`config.mk`:
```
export PLATFORM = sky130hd
export DESIGN_NAME = dptt_fifo
export DESIGN_NICKNAME = d
export VERILOG_FILES = /design/src/hw/rtl/dptt_fifo.sv
export SDC_FILE = /design/constraint.sdc
export NUM_CORES = 1
export LEC_CHECK = 0
export ABC_CLOCK_PERIOD_IN_PS = 3600
export BUFFER_PORTS_ARGS = -buffer_cell sky130_fd_sc_hd__buf_2
export CAP_MARGIN = 20
export CORE_MARGIN = 5
export CORE_UTILIZATION = 52
export CTS_CLUSTER_DIAMETER = 30
export CTS_CLUSTER_SIZE = 25
export DETAILED_ROUTE_END_ITERATION = 10
export GPL_ROUTABILITY_DRIVEN = 0
export PLACE_DENSITY = 0.81
export SETUP_SLACK_MARGIN = 0.2
export SYNTH_ARGS = -nofsm -noshare
export SYNTH_HDL_FRONTEND = slang
export SYNTH_SLANG_ARGS = --single-unit
```
`constraint.sdc`:
```
create_clock -name clk -period 3.6 [get_ports clk]
set_input_delay 0.54 -clock clk [delete_from_list [all_inputs] [get_ports clk]]
set_output_delay 0.54 -clock clk [all_outputs]
set_load 0.01 [all_outputs]
```
`src/hw/rtl/dptt_fifo.sv`:
```
// ----------------------------------------------------------------------------
// dptt_fifo
// Small register queue used between the front, the back and the result side.
// ----------------------------------------------------------------------------
module dptt_fifo #(
	parameter int WIDTH = 8,
	parameter int DEPTH = 2
) (
	input  logic             clk,
	input  logic             arst_n,
	input  logic             wr,
	input  logic [WIDTH-1:0] wdata,
	output logic             full,
	input  logic             rd,
	output logic [WIDTH-1:0] rdata,
	output logic             empty
);

	localparam int PW = (DEPTH > 1) ? $clog2(DEPTH) : 1;
	localparam int CW = $clog2(DEPTH + 1);

	logic [WIDTH-1:0] slot_q [DEPTH];
	logic [PW-1:0]    wptr_q;
	logic [PW-1:0]    rptr_q;
	logic [CW-1:0]    count_q;
	logic             do_wr;
	logic             do_rd;

	assign full  = (count_q == CW'(DEPTH));
	assign empty = (count_q == '0);
	assign rdata = slot_q[rptr_q];
	assign do_wr = wr && !full;
	assign do_rd = rd && !empty;

	always_ff @(posedge clk) begin
		if (do_wr) begin
			slot_q[wptr_q] <= wdata;
		end
	end

	always_ff @(posedge clk or negedge arst_n) begin
		if (!arst_n) begin
			wptr_q  <= '0;
			rptr_q  <= '0;
			count_q <= '0;
		end else begin
			if (do_wr) begin
				wptr_q <= (wptr_q == PW'(DEPTH - 1)) ? '0 : wptr_q + PW'(1);
			end
			if (do_rd) begin
				rptr_q <= (rptr_q == PW'(DEPTH - 1)) ? '0 : rptr_q + PW'(1);
			end
			if (do_wr && !do_rd) begin
				count_q <= count_q + CW'(1);
			end else if (do_rd && !do_wr) begin
				count_q <= count_q - CW'(1);
			end
		end
	end

endmodule

```
# Word level (Yosys, flattened, before mapping)
# Memory sizes are Yosys's and may differ from the RTL's.
# Cells that the tools add are included.
# totals
ff_bits,4
ramBits,16
input_bits,12
elab_cells,25
n_memories,1
# op_classes
add_sub_neg,4
eq_ne,1
muxes,6
n_reduce_logical,10
# memory_table
memory,words,word_bits,read_ports,rd_clocked_by_memory_dff,write_ports,line_no,text
slot_q,2,8,1,0,1,22,logic [WIDTH-1:0] slot_q [DEPTH];
# ops
cell,count
1-bit logical AND,4
1-bit logical NOT,4
1-bit 2-to-1 mux,4
2-bit 2-to-1 mux,2
1-bit adder (second input constant),2
2-bit by 1-bit adder with 2-bit output (second input constant),1
2-bit equality test (second input constant),1
2-bit logical NOT,1
2-bit nonzero test,1
2-bit by 1-bit subtractor with 2-bit output (second input constant),1

# Depth between registers and ports, before layout
# depth
ltp_word,7
ltp_mapped,7

# Worst setup path before layout
# No wires, ideal clock.
# synth_path
kind,register to output
from,register rptr_q
to,output rdata[0]
arrival_ps,864
required_ps,3060
setup_slack_ps,2196
stages_incl_launch_ff,3
n_path_buf,1
cell_sequence,dfrtp_1 > buf_2 > mux2_1
# synth_between
elab_chain_len,1
# synth_lines
element,line_no,text
from (decl),24,logic [PW-1:0] rptr_q;
from (signal assigned),51,rptr_q <= (rptr_q == PW'(DEPTH - 1)) ? '0 : rptr_q + PW'(1);
memory read 2 x 8 bit,--,
to (decl),15,"output logic [WIDTH-1:0] rdata,"
# No other way between the ends.

# Worst setup path in the final report
# layout_path
from,register rptr_q
to,output rdata[7]
# The elaborated chain is that of the path after synthesis.

==> results.py <==
metrics = {
    "cts": {
        "cts_tree": "built",
        "cts_buffer_depth": 2,
        "clk_pin_slew_ns": 0.10,
        "hold_buffers": 0,
        "cts_resized": 0,
        "cts_setup_buffers": 0,
        "cts_made_buffers": 3,
        "htree_levels": 1,
        "clock_sinks": 20,
        "cts_root_buf": "clkbuf_4",
        "clk_latency_ns": 0.28,
    },
    "global_routing": {
        "grt_max_degree": 11,
        "antenna_found_initial": 0,
        "overflow": 0,
        "grt_pass1_vias": 492,
        "grt_use_total": 0.120,
        "grt_pass1_wl_mm": 2.12,
    },
    "detailed_routing": {
        "wl_per_cell_um": 15.0,
        "firstDrtPassIters": 2,
        "drt_wl_total_mm": 1.24,
        "vias": 427,
        "drc": 0,
        "ant_nets": 0,
        "drt_iter0_drc": 2,
        "routed_via_density": 5.14,
    },
    "worst_setup_path": {
        "max_stage_delay_ns": 0.59,
        "cp_cell_sequence": "mux2_2 -> buf_2",
        "cp_top_family": "flip-flops",
        "crit_required_ns": 3.06,
        "critPathLaunchType": "flop",
        "cp-end-kind": "output pin",
        "critPathSlowestCell": "dfrtp_1",
        "critPathArrivalTime_ns": 1.38,
        "critPathMaxFanout": 9,
        "critPathKind": "reg -> out",
        "worst-path-buf-inv": 1,
    },
    "synthesis": {
        "ys_ff_latch": 20,
        "synth_cell_types": 15,
        "synth_area_per_cell_um2": 17.8,
        "synth_area_um2": 782,
        "synth.area.top_cells": "edfxtp_1, dfrtp_1, mux2_1",
        "synth.top_cell.area_share": 0.614,
        "synth_most_common_cell": "edfxtp_1",
        "yosysSeqAreaShare": 0.742,
        "synthTopCellsByCount": "edfxtp_1, mux2_1, dfrtp_1",
        "synth_ff_type": "edfxtp_1",
        "synth_top_cell_by_area": "edfxtp_1",
        "synth_edf_count": 16,
        "synthArstFlopShare": 0.200,
        "synth_cells": 44,
        "synth_nets": 57,
        "ys.warnings.count": 0,
    },
    "layout": {
        "multiInputGateArea_um2": 189,
        "syn2layout_area_growth_pct": 18.2,
        "fin_nets": 82,
        "final-seq-area_um2": 581,
        "antenna_cells": 0,
        "fin_util": 0.628,
        "drive_above_1_share": 0.418,
        "fill_cells": 113,
    },
    "placement": {
        "io_buffers": 21,
        "hpwl_um": 933,
    },
    "worst_hold_path": {
        "hold_path_class": "in -> async",
    },
    "timing": {
        "hold_viol": 0,
        "fin_setup_tns_ns": 0,
        "rsz0062_at_grt": "no",
        "finClkSkew_ns": 0.00559,
        "worst_pin_slew_ns": 0.687,
        "slew_viol_final": 0,
        "whs_ns": 0.0388,
        "timing.final.crit_period_ns": 1.92,
        "finalCritPeriodShare": 0.534,
        "slew_headroom": 0.540,
        "setup_viol": 0,
        "fmax_mhz": 520,
    },
    "floorplan": {
        "die_h_um": 48.8,
        "dieWidth_um": 48.8,
        "io_pins": 22,
        "dieArea_um2": 2380,
        "rows": 14,
        "start_util": 0.531,
        "core-area_um2": 1470,
    },
    "run": {
        "max-cap-violations": 0,
    },
    "run_status": {
        "status": "complete, no violations",
    },
    "pwr": {
        "ir_worst_vdd_uv": 444,
        "p_leak_nw": 0.388,
        "power.density_nw_per_um2": 765,
    },
}
-- flip-flops by register name (all words and copies together), names as in the netlist --
| name | cells |
|---|---|
| slot_q | 16 |
| rptr_q | 1 |
| wptr_q | 1 |
| count_q | 2 |
-- logic make-up (layout without fill, tap and decap cells) --
kind of cell    count (synthesis)  after routing  share of synthesized area
fa+ha+maj                       1              1                     0.0160
xor+xnor                        5              5                     0.0656
buf+inv                         3             26                     0.0160
compound gates                  1              1                    0.00639
mux                             8              8                      0.115
simple gates                    6              6                     0.0384
flops                          20             20                      0.742
-- report_power, final --
part	switching, mW	internal, mW	leakage, nW
sequential	0.0521	0.324	0.195
clock	0.0586	0.0388	0.0138
combinational	0.115	0.119	0.179
-- layout make-up --
type | count | area share
Clock buffer | 3 | 0.0244
Inverter | 2 | 0.00812
Multi-Input combinational cell | 21 | 0.204
Sequential cell | 20 | 0.628
Tap cell | 16 | 0.0217
Timing Repair Buffer | 21 | 0.114
-- routing by layer --
layer | share of wire | routed length [um] | global-route usage | vias to the layer above
met1 | 0.41 | 507 | 0.119 | 208
met4 | 0.022 | 27 | 0.0942 | 0
met5 | 0 | 0 | 0 | -
met3 | 0.052 | 64 | 0.0275 | 2
li1 | - | - | - | 205
met2 | 0.52 | 642 | 0.211 | 12
-- worst paths after layout --
check	start	to	slack, ns	cells after the start
min in group clk	wdata[6]	slot_q[1][6]$_DFFE_PP_	0.44	1
max in group asynchronous	arst_n	wptr_q$_DFFE_PN0N_	3.44	1
max	rptr_q$_DFFE_PN0P_	rdata[7]	1.68	2
min reg2reg	count_q[1]$_DFFE_PN0P_	count_q[1]$_DFFE_PN0P_	0.53	1
max reg2reg	count_q[0]$_DFFE_PN0P_	slot_q[0][3]$_DFFE_PP_	1.98	3
min	arst_n	count_q[1]$_DFFE_PN0P_	0.04	1
-- worst register-to-register path, stage by stage (launching register included) --
cell	delay, ns
dfrtp_1	0.44
nand2b_1	0.18
nand2_2	0.10
nor2_1	0.54
-- cells in the final DEF (no fill, tap or decap) --
master    count
dfrtp_1       4
nor2_1        3
mux2_1        6
buf_2        21
mux2_2        2
inv_1         2
ha_1          1
edfxtp_1     16
nand2b_1      1
nand2_2       1
xor2_1        2
clkbuf_4      3
and3_1        1
xnor2_1       2
xnor2_2       1
o21ai_1       1
-- through the flow --
step | std cells | cell area (um2) | power, mW | setup WS [ns]
detailed placement | 80 | 902 | 0.620 | 1.95
global route | 83 | 925 | 0.757 | 1.58
finish | 83 | 925 | 0.707 | 1.68
CTS | 83 | 925 | 0.717 | 1.65
floorplan | 44 | 782 | 0.535 | 2.20
global placement | 80 | 902 | 0.607 | 1.99
No activity file was read; power rests on OpenSTA's default activity.
