==> src/hw/rtl/dptt_pkg.sv <==
// ----------------------------------------------------------------------------
// dptt_pkg
// Types and constants shared by the page table translator modules.
// ----------------------------------------------------------------------------
package dptt_pkg;

	localparam int ACTION_W         = 3;
	localparam int SPACE_W          = 3;
	localparam int LEN_W            = 32;
	localparam int PHYS_W           = 36;
	localparam int STATUS_W         = 2;
	localparam int COUNT_W          = 11;
	localparam int FIRST_FRAME_RESET = 256;

	typedef enum logic [ACTION_W-1:0] {
		ACT_TRANSLATE = 3'd0,
		ACT_TOUCH     = 3'd1,
		ACT_MAP       = 3'd2,
		ACT_UNMAP     = 3'd3,
		ACT_SET_BREAK = 3'd4
	} action_t;

	typedef enum logic [STATUS_W-1:0] {
		ST_OK        = 2'd0,
		ST_FULL      = 2'd1,
		ST_EXHAUSTED = 2'd2
	} status_t;

	typedef enum logic [1:0] {
		CMD_NOP,
		CMD_TRANS,
		CMD_MAP,
		CMD_UNMAP
	} cmd_op_t;

	typedef enum logic [2:0] {
		BK_CLEAR,
		BK_IDLE,
		BK_PAGE,
		BK_SCAN,
		BK_POST,
		BK_OUT
	} back_state_t;

	typedef struct packed {
		cmd_op_t             op;
		logic                ok;
		logic                bypass;
		logic [SPACE_W-1:0]  space;
	} cmd_ctl_t;

	typedef struct packed {
		logic [PHYS_W-1:0]   phys_address;
		logic                hit;
		logic [STATUS_W-1:0] status;
		logic [COUNT_W-1:0]  space_pages;
		logic [COUNT_W-1:0]  total_pages;
	} result_t;

endpackage

==> src/hw/rtl/dptt_front.sv <==
// ----------------------------------------------------------------------------
// dptt_front
// Decodes an incoming item into a page range command and keeps break ends.
// ----------------------------------------------------------------------------
module dptt_front #(
	parameter int NUM_SPACES = 8,
	parameter int PAGE_BITS  = 12,
	parameter int ADDR_BITS  = 32
) (
	input  logic                              clk,
	input  logic                              arst_n,
	input  logic                              accept,
	input  logic [dptt_pkg::ACTION_W-1:0]     action,
	input  logic [dptt_pkg::SPACE_W-1:0]      space_id,
	input  logic                              bypass,
	input  logic [ADDR_BITS-1:0]              address,
	input  logic [dptt_pkg::LEN_W-1:0]        length,
	input  logic                              adjust_break,
	output dptt_pkg::cmd_ctl_t                ctl,
	output logic [ADDR_BITS-PAGE_BITS:0]      start_vpn,
	output logic [ADDR_BITS-PAGE_BITS:0]      end_vpn
);

	localparam int VW = ADDR_BITS - PAGE_BITS;
	localparam int CW = (ADDR_BITS + 2 > dptt_pkg::LEN_W + 2) ? ADDR_BITS + 2
		: dptt_pkg::LEN_W + 2;
	localparam int SW = (NUM_SPACES > 1) ? $clog2(NUM_SPACES) : 1;
	localparam logic [CW-1:0] LIMIT = {{(CW-1){1'b0}}, 1'b1} << VW;
	localparam logic [CW-1:0] ROUND = ({{(CW-1){1'b0}}, 1'b1} << PAGE_BITS)
		- {{(CW-1){1'b0}}, 1'b1};

	logic [ADDR_BITS-1:0] brk_q [NUM_SPACES];
	logic [SW-1:0]        sidx;
	logic                 ok;
	logic [ADDR_BITS-1:0] old_brk;
	logic [ADDR_BITS-1:0] base_addr;
	logic [ADDR_BITS-1:0] diff;
	logic [CW-1:0]        vpn;
	logic [CW-1:0]        pu_addr;
	logic [CW-1:0]        pu_old;
	logic [CW-1:0]        pu_len;
	logic [CW-1:0]        pu_diff;
	logic [CW-1:0]        start_raw;
	logic [CW-1:0]        count_raw;
	logic [CW-1:0]        start_c;
	logic [CW-1:0]        end_c;
	logic                 brk_we;
	logic [ADDR_BITS-1:0] brk_d;
	dptt_pkg::cmd_op_t    op;

	assign sidx      = SW'(space_id);
	assign ok        = 32'(space_id) < 32'(NUM_SPACES);
	assign old_brk   = brk_q[sidx];
	assign base_addr = {address[ADDR_BITS-1:PAGE_BITS], {PAGE_BITS{1'b0}}};
	assign diff      = (address > old_brk) ? address - old_brk : old_brk - address;
	assign vpn       = CW'(address[ADDR_BITS-1:PAGE_BITS]);
	assign pu_addr   = (CW'(address) + ROUND) >> PAGE_BITS;
	assign pu_old    = (CW'(old_brk) + ROUND) >> PAGE_BITS;
	assign pu_len    = (CW'(length) + ROUND) >> PAGE_BITS;
	assign pu_diff   = (CW'(diff) + ROUND) >> PAGE_BITS;

	always_comb begin
		op        = dptt_pkg::CMD_NOP;
		start_raw = vpn;
		count_raw = {{(CW-1){1'b0}}, 1'b1};
		brk_we    = 1'b0;
		brk_d     = address;
		unique case (action)
			dptt_pkg::ACT_TRANSLATE: begin
				op = dptt_pkg::CMD_TRANS;
			end
			dptt_pkg::ACT_TOUCH: begin
				if (ok) begin
					op = dptt_pkg::CMD_MAP;
				end
			end
			dptt_pkg::ACT_MAP: begin
				if (ok) begin
					op        = dptt_pkg::CMD_MAP;
					count_raw = pu_len;
					if (adjust_break && base_addr > old_brk) begin
						brk_we = 1'b1;
						brk_d  = ADDR_BITS'(CW'(base_addr) + (pu_len << PAGE_BITS));
					end
				end
			end
			dptt_pkg::ACT_UNMAP: begin
				if (ok) begin
					op        = dptt_pkg::CMD_UNMAP;
					start_raw = pu_addr;
					count_raw = pu_len;
				end
			end
			dptt_pkg::ACT_SET_BREAK: begin
				if (ok) begin
					brk_we = 1'b1;
					if (adjust_break && address > old_brk) begin
						op        = dptt_pkg::CMD_MAP;
						start_raw = pu_old;
						count_raw = pu_diff;
					end else if (adjust_break && address < old_brk) begin
						op        = dptt_pkg::CMD_UNMAP;
						start_raw = pu_addr;
						count_raw = pu_diff;
					end
				end
			end
			default: begin
				op = dptt_pkg::CMD_NOP;
			end
		endcase
	end

	// clip the range to the top of the address space
	always_comb begin
		if (start_raw >= LIMIT) begin
			start_c = LIMIT;
			end_c   = LIMIT;
		end else begin
			start_c = start_raw;
			end_c   = (count_raw > LIMIT - start_raw) ? LIMIT : start_raw + count_raw;
		end
	end

	assign ctl.op     = op;
	assign ctl.ok     = ok;
	assign ctl.bypass = bypass;
	assign ctl.space  = space_id;
	assign start_vpn  = start_c[VW:0];
	assign end_vpn    = end_c[VW:0];

	always_ff @(posedge clk or negedge arst_n) begin
		if (!arst_n) begin
			for (int i = 0; i < NUM_SPACES; i++) begin
				brk_q[i] <= '0;
			end
		end else if (accept && brk_we) begin
			brk_q[sidx] <= brk_d;
		end
	end

endmodule

==> config.mk <==
export PLATFORM = sky130hd
export DESIGN_NAME = dptt_front
export DESIGN_NICKNAME = d
export VERILOG_FILES = /design/src/hw/rtl/dptt_pkg.sv /design/src/hw/rtl/dptt_front.sv
export SDC_FILE = /design/constraint.sdc
export NUM_CORES = 1
export LEC_CHECK = 0
export BUFFER_PORTS_ARGS = -buffer_cell sky130_fd_sc_hd__buf_4
export CORE_UTILIZATION = 45
export CTS_CLUSTER_SIZE = 20
export DETAILED_ROUTE_END_ITERATION = 8
export SYNTH_ARGS = -nofsm -noshare
export SYNTH_HDL_FRONTEND = slang
export SYNTH_SLANG_ARGS = --single-unit
==> constraint.sdc <==
create_clock -name clk -period 23.4 [get_ports clk]
set_input_delay 1.17 -clock clk [delete_from_list [all_inputs] [get_ports clk]]
set_output_delay 1.17 -clock clk [all_outputs]
set_load 0.03 [all_outputs]
======== After elaboration in Yosys (flattened, before gate mapping) ========
Index checks and enable logic that the tools add are counted.
operators by class
  bitwise operators ....................... 1
  reduce and logical (&&, ||, !) cells .... 8
  mux-type cells .......................... 23
  eq/ne operators ......................... 4
  magnitude comparators ................... 7
  add/sub/neg operators ................... 9
operators by type and width
  kind                                                                          number
  256-bit bitwise mux                                                           1
  32-bit two-way mux                                                            6
  21-bit two-way mux                                                            7
  32-bit by 12-bit adder with 33-bit output, second input constant              4
  32-bit binary-select mux with 3-bit select                                    1
  32-bit demux with 3-bit select                                                1
  21-bit one-hot mux with 2 select lines                                        2
  32-bit greater-than comparator                                                2
  32-bit subtractor                                                             2
  34-bit greater-than comparator                                                1
  32-bit adder                                                                  1
  32-bit less-than comparator                                                   1
  21-bit by 21-bit subtractor with 22-bit output, first input constant          1
  21-bit adder                                                                  1
  21-bit >= comparator, second input constant                                   1
  2-bit one-hot mux with 4 select lines                                         1
  3-bit by 2-bit == test with 1-bit output, second input constant               2
  1-bit logical AND                                                             5
  4-bit >= comparator, second input constant                                    1
  4-bit by 1-bit less-than comparator with 1-bit output, second input constant  1
  2-bit two-way mux                                                             2
  3-bit NOT with 4-bit output                                                   1
  2-bit OR reduction                                                            2
  3-bit by 1-bit == test with 1-bit output, second input constant               1
  4 further kinds                                                               4
storage, ports and cells
  word-level logic and storage cells ...... 60
  output and inout port bits .............. 49
  flip-flop bits (word level) ............. 256

======== Depth between registers and ports, before layout ========
  depth after elaboration ................. 13
  mapped depth ............................ 46
  mapped depth without buffers ............ 37

======== Least setup slack after synthesis ========
No wires, ideal clock.
  kind .................................... input to output
  start ................................... in space_id[0] in the netlist's numbering
  end ..................................... out end_vpn[5]
  data required time ...................... 22.230 ns
  path buffers ............................ 9
  data arrival time ....................... 9.558 ns
  path slack .............................. 12.672 ns
  cell stages on the path ................. 41
  path through ............................ buf_6 -> buf_8 -> buf_8 -> buf_8 -> buf_6 -> buf_2 -> buf_1 -> mux2_2 -> a221oi_1 -> o22a_1 -> inv_1 -> ha_1 -> clkbuf_1 -> nand4_1 -> nor4_1 -> and4_1 -> a21oi_1 -> or4_1 -> [... 5 more ...] -> o21a_1 -> o31ai_1 -> ha_1 -> a21oi_1 -> nor2b_1 -> o21ai_0 -> nand2b_1 -> a21oi_1 -> nor2b_1 -> o21ai_0 -> nand2b_1 -> a21oi_1 -> o21ai_0 -> or2_2 -> o31a_1 -> o22ai_2 -> buf_2 -> nor3b_1
on the way
  longest elaborated chain between the ends .. 13
ends and longest elaborated chain
  what                                                                                                      RTL line                             RTL
  start, declared                                                                                           dptt_front.sv:14                     input logic [dptt_pkg::SPACE_W-1:0] space_id,
  3-bit NOT with 4-bit output (not written as such) *                                                       dptt_front.sv:53                     assign old_brk = brk_q[sidx];
  32-bit binary-select mux with 3-bit select *                                                              dptt_front.sv:53
  32-bit two-way mux (not written as such) * (2 in a row)                                                   dptt_front.sv:53
  32-bit subtractor, or another cell as far along                                                           dptt_front.sv:55                     assign diff = (address > old_brk) ? address - old_brk : old_brk - address;
  32-bit two-way mux or 1-bit logical AND (tied branches)                                                   dptt_front.sv:55, dptt_front.sv:101
  32-bit by 12-bit adder with 33-bit output or 21-bit two-way mux (tied branches)                           dptt_front.sv:60, dptt_front.sv:101
  21-bit two-way mux, on equally long branches                                                              dptt_front.sv:101, dptt_front.sv:97
  21-bit two-way mux or 21-bit one-hot mux with 2 select lines (tied branches)                              dptt_front.sv:97, dptt_front.sv:68
  21-bit one-hot mux with 2 select lines or 21-bit by 21-bit subtractor with 22-bit output (tied branches)  dptt_front.sv:68, dptt_front.sv:121
  34-bit greater-than comparator or 21-bit adder (tied branches)                                            dptt_front.sv:121                    end_c = (count_raw > LIMIT - start_raw) ? LIMIT : start_raw + count_raw;
  21-bit two-way mux                                                                                        dptt_front.sv:121
  21-bit two-way mux *                                                                                      dptt_front.sv:116                    if (start_raw >= LIMIT) begin
  end, declared                                                                                             dptt_front.sv:21                     output logic [ADDR_BITS-PAGE_BITS:0] end_vpn
Every way passes the cells marked *; elsewhere a longest branch is shown, timed or not. The select of a mux whose other input is x is not followed.

======== Worst setup path after layout ========
Ends and elaborated chain as after synthesis.

==> flow_summary.ini <==
[drt]
ant_nets_after_route = 0
vias_cell = 5.88
drcViolationCount = 0
drt_iter0_markers = 1472
wl_per_cell_um = 20.5
vias = 17800
drt_first_pass_iters = 7
routed_wirelength_mm = 62.0

[power]
power_density_nw_per_um2 = 72.1
vdd_ir_max_uv = 46.6
leakagePower_nw = 9.87
power.total_w = 0.00157

[layout]
layout_commonest_cell = sky130_fd_sc_hd__nand2_1
reg_top3 = brk_q x256
synthToLayoutAreaGrowth_pct = 10.2
diodes = 0
layout_common_cells = sky130_fd_sc_hd__nand2_1 (396), sky130_fd_sc_hd__o21ai_0 (361), sky130_fd_sc_hd__dfrtp_1 (256)
final_cells = 3018
registers.top_by_ff_count = brk_q
post_route_cells_drive_above_1_share = 0.118
largest_register_ff_count = 256
design.final.nets = 2618

[cts]
tritoncts_num_sinks = 256
cts_made_buffers = 25
post_cts_buffers = 0
clock-root-buffer = sky130_fd_sc_hd__clkbuf_16
cts_buffer_depth = 3
clkSlewWorstSetupHoldPaths_ps = 60
ctsHtreeMaxLevel = 1
worst_skew_pair_latency_ps = 540
ctsResizeCount = 0
cts_hold_buffers = 0
clock_tree_from_tritoncts = done

[critical_path]
critical_path.endpoint_type = primary output
worstPathRequired_ps = 22230
arrival_ps = 11510
worstSetupStartpointType = primary input
worstSetupPathType = in2out
cpMostUsedCell = sky130_fd_sc_hd__buf_4
worst-path-max-fanout = 51
critical_path.n_buffers_inverters = 5
cpLargestDelayFamily = simple AND/OR/NAND/NOR gates
cpPeakStageDelay_ps = 760
slowest_stage = sky130_fd_sc_hd__nor4_1

[synthesis]
synthDominantCellAreaShare = 0.325
synth.yosys.seq_area_share = 0.325
synth-edff-count = 0
syn-mean-instance-area_um2 = 8.27
async_flop_share = 1.00
synthesis.area_um2 = 19700
synth.distinct_cells = 96
synth_warnings = 0
yosys_register_bits = 256
yosysTopAreaCell = sky130_fd_sc_hd__dfrtp_1
synthFlopType = sky130_fd_sc_hd__dfrtp_1
post_synth_inst_count = 2386
yosys-top-cells-area = sky130_fd_sc_hd__dfrtp_1 (32%), sky130_fd_sc_hd__o21ai_0 (9.2%), sky130_fd_sc_hd__ha_1 (7.7%), sky130_fd_sc_hd__nand2_1 (7.7%), sky130_fd_sc_hd__xnor2_1 (4.1%)
syn_nets = 2587

[floorplan]
rows = 76
floorplan.io_pins = 124
die_width_um = 211
design.die.area_um2 = 44700
coreArea_um2 = 43200
floorplan.initialDensity = 0.457
die_height_um = 211

[sta]
timing_max_transition_violations_final = 0
totalNegativeSetupSlack_ps = 0
report.final.setup_viol = 0
max_slew.worst_pin.slew_ps = 1060
unrepaired_setup_endpoints_after_global_routing = false
setup_ws_ps = 10720
worst_slew_margin_rel = 0.288
finalCritPeriodShare = 0.542
final.hold.worst_slack_ps = 475
timing.fmax_mhz = 78.9
finalClockSkew_ps = 12.3
period_needed_ps = 12680
finalHoldViolations = 0

[job]
maxCapViolations = 0

[worst_hold_path]
timing.hold.worst.class = reg2reg

[placement]
pre_cts_slack_ps = 10710
cells_after_dpl = 2975
place.detailed.hpwl_mm = 46.3
io_buffers = 120
gpl.final_weighted_congestion = 0.981

[global_route]
grt_antenna_before_repair = 2
global_route.usage.total = 0.278
maximum_number_of_pins_on_one_net_before_global_route_repair = 110
globalRoute.totalOverflow = 0
grt_first_pass_wirelength_mm = 97.5
vias_in_the_first_global_route = 17200

[status]
outcome = completed
## kinds of logic (layout without fill, tap and decap cells)
group           after synthesis  in the layout  share of synthesized area
flops                       256            256                      0.325
other cells                   1              1                   0.000190
mux                          85             85                     0.0575
compound gates              770            770                      0.243
xor+xnor                    127            127                     0.0564
simple gates                773            773                      0.182
fa+ha+maj                   126            126                     0.0815
buf+inv                     248            295                     0.0547
## per-stage QoR
step	instance area, µm²	util
6_report	21700	0.503
5_1_grt	21700	0.503
4_1_cts	21700	0.503
3_5_place_dp	20900	0.484
3_3_place_gp	20900	0.484
2_1_floorplan	19700	-
## per-layer routing
metal	part of all wire	track usage	up-vias
li1	-	-	8565
met5	0	0	-
met1	0.47	0.397	8544
met2	0.46	0.453	581
met3	0.057	0.0263	70
met4	0.019	0.0687	0
## path summary, 6_finish.rpt
kind / from / endpoint / slack (ps) / depth (start not counted)
hold reg to reg: brk_q[63] / brk_q[63] / 470 / 2
max in group asynchronous: arst_n / brk_q[22] / 21130 / 2
hold / removal: brk_q[63] / brk_q[63] / 470 / 2
setup reg to reg: brk_q[53] / brk_q[127] / 17400 / 17
setup / recovery: space_id[0] / end_vpn[5] / 10720 / 36
min in group asynchronous: arst_n / brk_q[202] / 690 / 1
## final cells by class
type                    count  area, µm²
multi-input cells        1882      12300
flip-flops and latches    256       6410
repair buffers            144       1090
well taps                 585        732
fillers                  4237      21400
clock inverters             8        124
clock buffers              35        703
inverters                 108        405
## Yosys cell counts (all sizes together) (34+ instances only)
master,number
a21o,36
a21oi,120
buf,38
clkbuf,102
dfrtp,256
ha,122
inv,108
mux2i,38
nand2,404
nand3,49
nor2,125
o21ai,366
xnor2,93
xor2,34
## worst reg2reg max path: cells and delay by family, from the launching register on
family                   cells  cell delay [ps]
AO/OA/AOI/OAI                8             2930
flip-flops                   1              380
adder cells (fa/ha/maj)      1              410
AND/OR/NAND/NOR              4             1180
multiplexers                 1              120
buffers and inverters        3              840
## where the power goes
part | internal (W) | switching, W | leakage [nW]
sequential | 0.000517 | 0.0000376 | 3.39
combinational | 0.000229 | 0.000373 | 6.08
clock | 0.000242 | 0.000169 | 0.399
No activity file was read; power rests on OpenSTA's default activity.
